`src/bce_pkg.sv`:
```
// Shared types and codes for the beacon channel extractor.
// No dependencies.
package bce_pkg;

	typedef logic [1:0] phase_t;

	localparam phase_t PH_HEADER = 2'd0;
	localparam phase_t PH_TAG    = 2'd1;
	localparam phase_t PH_LEN    = 2'd2;
	localparam phase_t PH_VALUE  = 2'd3;

	// Element tags that carry the channel
	localparam logic [7:0] TAG_DS_PARAM = 8'h03;
	localparam logic [7:0] TAG_HT_INFO  = 8'h3D;

	localparam logic [7:0] SKIP_RESET = 8'd36;
	localparam logic [7:0] POS_MAX    = 8'hFF;

	function automatic logic tag_matches(input logic [7:0] t);
		return (t == TAG_DS_PARAM) || (t == TAG_HT_INFO);
	endfunction

endpackage

```
`src/beacon_channel_extractor_core.sv`:
```
// Beacon channel extractor: byte-wise scan of 802.11 information elements.
// Depends on bce_pkg.
//
// Usage:
//   Frame bytes enter on data_byte/last with data_valid; the block raises
//   data_stall to hold them off. An item is taken at a clock edge with
//   data_valid high and data_stall low. One result per frame leaves on
//   channel with channel_valid, on the byte marked last; the receiver
//   holds it off with channel_stall.
//   skip_bytes_wr_en/skip_bytes_wr_data write the header length (bytes
//   before the first element, 36 after reset); write only while idle.
// Timing:
//   Each byte is captured in an input register, then the parse state is
//   updated by one level of compare/decrement logic. The result of a last
//   byte goes from the input register to the output register. One byte
//   per cycle is sustained unless a last byte is held by a stalled result.
// Reset:
//   arst_n clears the input and output valid flags, the parse state and sets
//   skip_bytes back to 36.
// Stall:
//   A stalled result is held in the output register. Bytes that are not
//   last keep flowing; a last byte waits in the input register until the
//   output register frees, and data_stall rises while it waits.
module beacon_channel_extractor_core
	import bce_pkg::*;
(
	input  logic       clk,
	input  logic       arst_n,
	input  logic       skip_bytes_wr_en,
	input  logic [7:0] skip_bytes_wr_data,
	input  logic       data_valid,
	output logic       data_stall,
	input  logic [7:0] data_byte,
	input  logic       last,
	output logic       channel_valid,
	input  logic       channel_stall,
	output logic [7:0] channel
);

	// configuration
	logic [7:0] skip_q;

	// input register
	logic       valid_s1;
	logic [7:0] byte_s1;
	logic       last_s1;

	// per-frame parse state
	logic [7:0] pos_q;
	phase_t     phase_q;
	logic [7:0] tag_q;
	logic [7:0] remain_q;
	logic       found_q;
	logic [7:0] chan_q;

	// output register
	logic       out_valid_q;
	logic [7:0] out_chan_q;

	logic       out_free;
	logic       adv;
	logic       take;

	phase_t     ph;
	phase_t     nxt_phase;
	logic [7:0] nxt_tag;
	logic [7:0] nxt_remain;
	logic       nxt_found;
	logic [7:0] nxt_chan;
	logic [7:0] nxt_pos;

	// output register can load when empty or being drained this cycle
	assign out_free   = !out_valid_q || !channel_stall;
	// a last byte needs room for its result
	assign adv        = valid_s1 && (!last_s1 || out_free);
	assign data_stall = valid_s1 && !adv;
	assign take       = data_valid && !data_stall;

	assign channel_valid = out_valid_q;
	assign channel       = out_chan_q;

	// Parse step for the byte in the input register
	always_comb begin
		ph         = phase_q;
		nxt_phase  = phase_q;
		nxt_tag    = tag_q;
		nxt_remain = remain_q;
		nxt_found  = found_q;
		nxt_chan   = chan_q;
		if (!found_q) begin
			// header ends once the position reaches skip_bytes
			if (ph == PH_HEADER && pos_q >= skip_q) begin
				ph = PH_TAG;
			end
			unique case (ph)
				PH_HEADER: begin
					nxt_phase = PH_HEADER;
				end
				PH_TAG: begin
					nxt_tag   = byte_s1;
					nxt_phase = PH_LEN;
				end
				PH_LEN: begin
					nxt_remain = byte_s1;
					// matching element of length zero still latches the next byte
					if (tag_matches(tag_q) || byte_s1 != 8'd0) begin
						nxt_phase = PH_VALUE;
					end else begin
						nxt_phase = PH_TAG;
					end
				end
				PH_VALUE: begin
					if (tag_matches(tag_q)) begin
						nxt_chan  = byte_s1;
						nxt_found = 1'b1;
					end else begin
						nxt_remain = remain_q - 8'd1;
						nxt_phase  = (remain_q == 8'd1) ? PH_TAG : PH_VALUE;
					end
				end
				default: begin
					nxt_phase = PH_HEADER;
				end
			endcase
		end
		nxt_pos = (pos_q == POS_MAX) ? pos_q : pos_q + 8'd1;
	end

	always_ff @(posedge clk or negedge arst_n) begin
		if (!arst_n) begin
			skip_q <= SKIP_RESET;
		end else if (skip_bytes_wr_en) begin
			skip_q <= skip_bytes_wr_data;
		end
	end

	always_ff @(posedge clk or negedge arst_n) begin
		if (!arst_n) begin
			valid_s1 <= 1'b0;
		end else if (take) begin
			valid_s1 <= 1'b1;
		end else if (adv) begin
			valid_s1 <= 1'b0;
		end
	end

	always_ff @(posedge clk) begin
		if (take) begin
			byte_s1 <= data_byte;
			last_s1 <= last;
		end
	end

	always_ff @(posedge clk or negedge arst_n) begin
		if (!arst_n) begin
			pos_q    <= 8'd0;
			phase_q  <= PH_HEADER;
			tag_q    <= 8'd0;
			remain_q <= 8'd0;
			found_q  <= 1'b0;
			chan_q   <= 8'd0;
		end else if (adv) begin
			if (last_s1) begin
				// frame done: start over
				pos_q    <= 8'd0;
				phase_q  <= PH_HEADER;
				tag_q    <= 8'd0;
				remain_q <= 8'd0;
				found_q  <= 1'b0;
				chan_q   <= 8'd0;
			end else begin
				pos_q    <= nxt_pos;
				phase_q  <= nxt_phase;
				tag_q    <= nxt_tag;
				remain_q <= nxt_remain;
				found_q  <= nxt_found;
				chan_q   <= nxt_chan;
			end
		end
	end

	always_ff @(posedge clk or negedge arst_n) begin
		if (!arst_n) begin
			out_valid_q <= 1'b0;
		end else if (adv && last_s1) begin
			out_valid_q <= 1'b1;
		end else if (!channel_stall) begin
			out_valid_q <= 1'b0;
		end
	end

	always_ff @(posedge clk) begin
		if (adv && last_s1) begin
			out_chan_q <= nxt_found ? nxt_chan : 8'd0;
		end
	end

	// A frame end always produces a result next cycle
	a_last_result: assert property (@(posedge clk) disable iff (!arst_n)
		adv && last_s1 |=> out_valid_q)
		else $error("frame end did not load a result");

	// Frame state is cleared after a frame end
	a_frame_clear: assert property (@(posedge clk) disable iff (!arst_n)
		adv && last_s1 |=> (pos_q == 8'd0) && !found_q && (phase_q == PH_HEADER))
		else $error("frame state not cleared");

	// A latched channel only comes from the value phase
	a_found_phase: assert property (@(posedge clk) disable iff (!arst_n)
		found_q |-> phase_q == PH_VALUE)
		else $error("found outside value phase");

	// Input is held off only while a last byte waits in the input register for a stalled result
	a_stall_cause: assert property (@(posedge clk) disable iff (!arst_n)
		data_stall |-> valid_s1 && last_s1 && out_valid_q && channel_stall)
		else $error("spurious input stall");

endmodule
```
`config.mk`:
```
export PLATFORM = sky130hd
export DESIGN_NAME = beacon_channel_extractor_core
export DESIGN_NICKNAME = d
export VERILOG_FILES = /design/src/bce_pkg.sv /design/src/beacon_channel_extractor_core.sv
export SDC_FILE = /design/constraint.sdc
export NUM_CORES = 1
export LEC_CHECK = 0
export BUFFER_PORTS_ARGS = -buffer_cell sky130_fd_sc_hd__buf_2
export CELL_PAD_IN_SITES_DETAIL_PLACEMENT = 1
export CELL_PAD_IN_SITES_GLOBAL_PLACEMENT = 1
export CORE_MARGIN = 1.5
export CORE_UTILIZATION = 48
export CTS_BUF_LIST = sky130_fd_sc_hd__clkbuf_8
export CTS_CLUSTER_DIAMETER = 40
export DETAILED_ROUTE_END_ITERATION = 10
export PLACE_DENSITY_LB_ADDON = 0.1
export SLEW_MARGIN = 5
export SYNTH_ARGS = -nofsm -noshare
export SYNTH_HDL_FRONTEND = slang
export SYNTH_SLANG_ARGS = --single-unit
```
`constraint.sdc`:
```
create_clock -name clk -period 2.61 [get_ports clk]
set_input_delay 0.3915 -clock clk [delete_from_list [all_inputs] [get_ports clk]]
set_output_delay 0.3915 -clock clk [all_outputs]
set_load 0.02 [all_outputs]
```
==> impl_results.md <==
- Prevailing post-synth register cell: dfrtp_1
- #FFs+latches synth: 62
- Final Hold Violating Endpoints: 0
- PwrDens: approximately 680 nW/µm²
- Fin. max-slew vios: 0
- Initial DRC Count: 124
- First-pass GRT wire length: 13,800 µm
- Clock Sinks: 62
- Clock Latency Late Sink: between 0.3 and 0.4 ns
- Leak: 1.61 nW
- GRT Overall Usage: between 20% and 30%
- Final Non-Filler Cells: 430
- Slowest-stage cell, CP: or4b_4
- Top-area cell type share of the netlist area: 34.2%
- Setup TNS: 0 ns
- Most common cell after layout, fill and taps aside: dfrtp_1
- WL/cell: 19.0 µm
- Max_cap viols: 0
- Post_cts resized: 0
- Post-synthesis cell count: 309
- WHS: 0.219 ns
- Vias in the first global route: 2,768
- Clock skew: 0.00794 ns
- Min cycle time layout: 2.40 ns
- Largest area contributor in the synthesized netlist: dfrtp_1
- Post-synthesis cell area: 3140 µm²
- Layout cells sized above 1: 18.1%
- Most frequent cells in the layout: dfrtp_1, nand2_1, buf_2
- I/O Buffers: 31
- DRT Pass-1 Iters: 4
- Worst setup path category: reg -> reg
- CP Launch Type: register
- Max incr delay on CP: 0.55 ns
- Die height: 83.9 µm
- N_diodes: 0
- Post-synth EDFFs: 17
- Synth warn: 0
- Initial Utilization: 49.5%
- Status: finished clean
- Final worst path period share: 91.9%
- Worst endpoint required time: 2.76 ns
- Post-Syn Nets: around 340
- DIE WIDTH: 83.9 µm
- Die ar.: 7040 µm²
- H-tree depth: 3
- Layout area overhead: 15.3%
- Vias: 2,590
- Placer congestion estimate: ~0.86
- Vias per cell: 6.02
- Async SR Flop Fraction: 72.6%
- Clk buf depth: 2
- Global route total overflow: 0
- Synth unique cells: 47
- Largest net degree at the start of global routing: 31
- Num rows: 29
- CP Capture Type: register
- CTS root buf: clkbuf_8
- Max IR drop VDD: between 0.4 and 0.5 mV
- Max Freq: ~420 MHz
- Worst slew pin tran: 0.866 ns
- Mean area per synthesized cell: 10.2 µm²
- Core area: 6350 µm²
- CTS tree: built
- Unrepaired setup endpoints after global routing: no
- Detailed Route WL: 8150 µm
- Critical Path Fanout Max: 14
- Nets: 381
- Ports: 32
- Placed Instances: 413
- Worst hold-check path type: in -> reg
- Initial antenna violation count: 0
- Antenna-violating nets left: 0
- CP delay by family, top: compound AO/OA/AOI/OAI gates
- Post-DP HPWL: roughly 5700 µm
- Num CTS Buffers: 9
- Fin util: 57.1%
- Final Setup Violations: 0
- Top post-synthesis cells by area: dfrtp_1, edfxtp_1, nand2_1, ha_1, a22o_1
- CTS clk-pin slew, worst paths: 0.07 ns
- CP bufs+invs: 0
- WP data arrival: 2.54 ns
- Sequential area share after synthesis: 52.1%
- DRC: 0
- Worst path cell trace: or4b_4 > mux2i_4 > a31oi_1 > a21oi_1
- Post-CTS Setup Bufs: 0
- CTS hold repair buffers: 1
- Relative max-transition margin: 42.0%
## power by group
group          internal (mW)  switching (mW)  total, mW
clock network          0.551           0.364      0.915
logic                  0.144           0.226      0.370
registers               1.10          0.0817       1.18
total                   1.79           0.672       2.47
## state kept, by name, summed over array words and instances, names as in the netlist
register       cells
pos_q              8
phase_q            2
last_s1            1
tag_q              8
chan_q             8
found_q            1
byte_s1            8
channel            8
skip_q             8
channel_valid      1
remain_q           8
valid_s1           1
## cell families (layout without fill, tap and decap cells)
| logic type | after synthesis | after routing | share of synthesized area [%] |
|---|---|---|---|
| XOR/XNOR | 3 | 3 | 0.836 |
| adder cells (fa/ha/maj) | 11 | 11 | 4.38 |
| multiplexers | 2 | 2 | 1.07 |
| flip-flops | 62 | 62 | 52.1 |
| AO/OA/AOI/OAI | 85 | 85 | 18.1 |
| buffers and inverters | 32 | 76 | 4.18 |
| AND/OR/NAND/NOR | 114 | 114 | 19.3 |
## worst register-to-register path: stages (launching register included)
cell and delay (ns):
dfrtp_1 0.41, or4b_4 0.55, mux2i_4 0.45, a31oi_1 0.43
a21oi_1 0.36
## routing by layer
layer | global-route usage [%] | wire [µm] | up-vias
met3 | 4.65 | 288 | 11
met2 | 40.0 | 3900 | 57
li1 | - | - | 1228
met1 | 35.0 | 3850 | 1294
met4 | 8.94 | 121 | 0
met5 | 0 | 0 | -
## final cells by class
| type | count | area, µm² |
|---|---|---|
| inverter | 20 | 75.1 |
| timing repair buffer | 40 | 225 |
| clock buffer | 10 | 138 |
| clock inverter | 6 | 75.1 |
| tap | 77 | 96.3 |
| sequential | 62 | 1640 |
| fill | 718 | 2730 |
| multi-input combinational | 215 | 1380 |
## worst paths after layout
path,from,slack (ns),cells past startpoint,to
setup / recovery,tag_q[2],0.21,4,channel[3]
min in group asynchronous,arst_n,0.40,2,skip_q[3]
hold reg to reg,chan_q[1],0.50,2,chan_q[1]
setup reg to reg,tag_q[2],0.21,4,channel[3]
max in group asynchronous,arst_n,1.72,3,remain_q[3]
hold / removal,data_byte[1],0.22,1,byte_s1[1]
## cell usage after synthesis, types with 2 or more instances
library cell and instances:
dfrtp_1 43, nand2_1 40, o21ai_0 24, inv_1 20, edfxtp_1 17, a21oi_1 16
nor2_1 16, a22o_1 15, nand3_1 12, ha_1 11, or4_1 11, o211ai_1 9
clkbuf_1 8, nand2b_1 5, nor3_1 5, a31oi_1 4, and2_1 3, buf_2 3
nand3b_1 3, nand4_1 3, nor4_1 3, o31ai_1 3, or3_1 3, xnor2_1 3
a311oi_1 2, a31o_2 2, dfstp_2 2, nand4b_1 2, o311ai_0 2, or2_2 2
## per-stage QoR
step,worst slack (ns),power [mW],instance area [µm²]
final,0.210,2.47,3620
after global routing,0.0515,2.58,3620
after CTS,0.257,2.49,3620
after detailed placement,0.267,1.57,3400
after global placement,0.318,1.55,3400
after floorplan,0.633,1.42,3140
(Power assumes the default switching activity.)
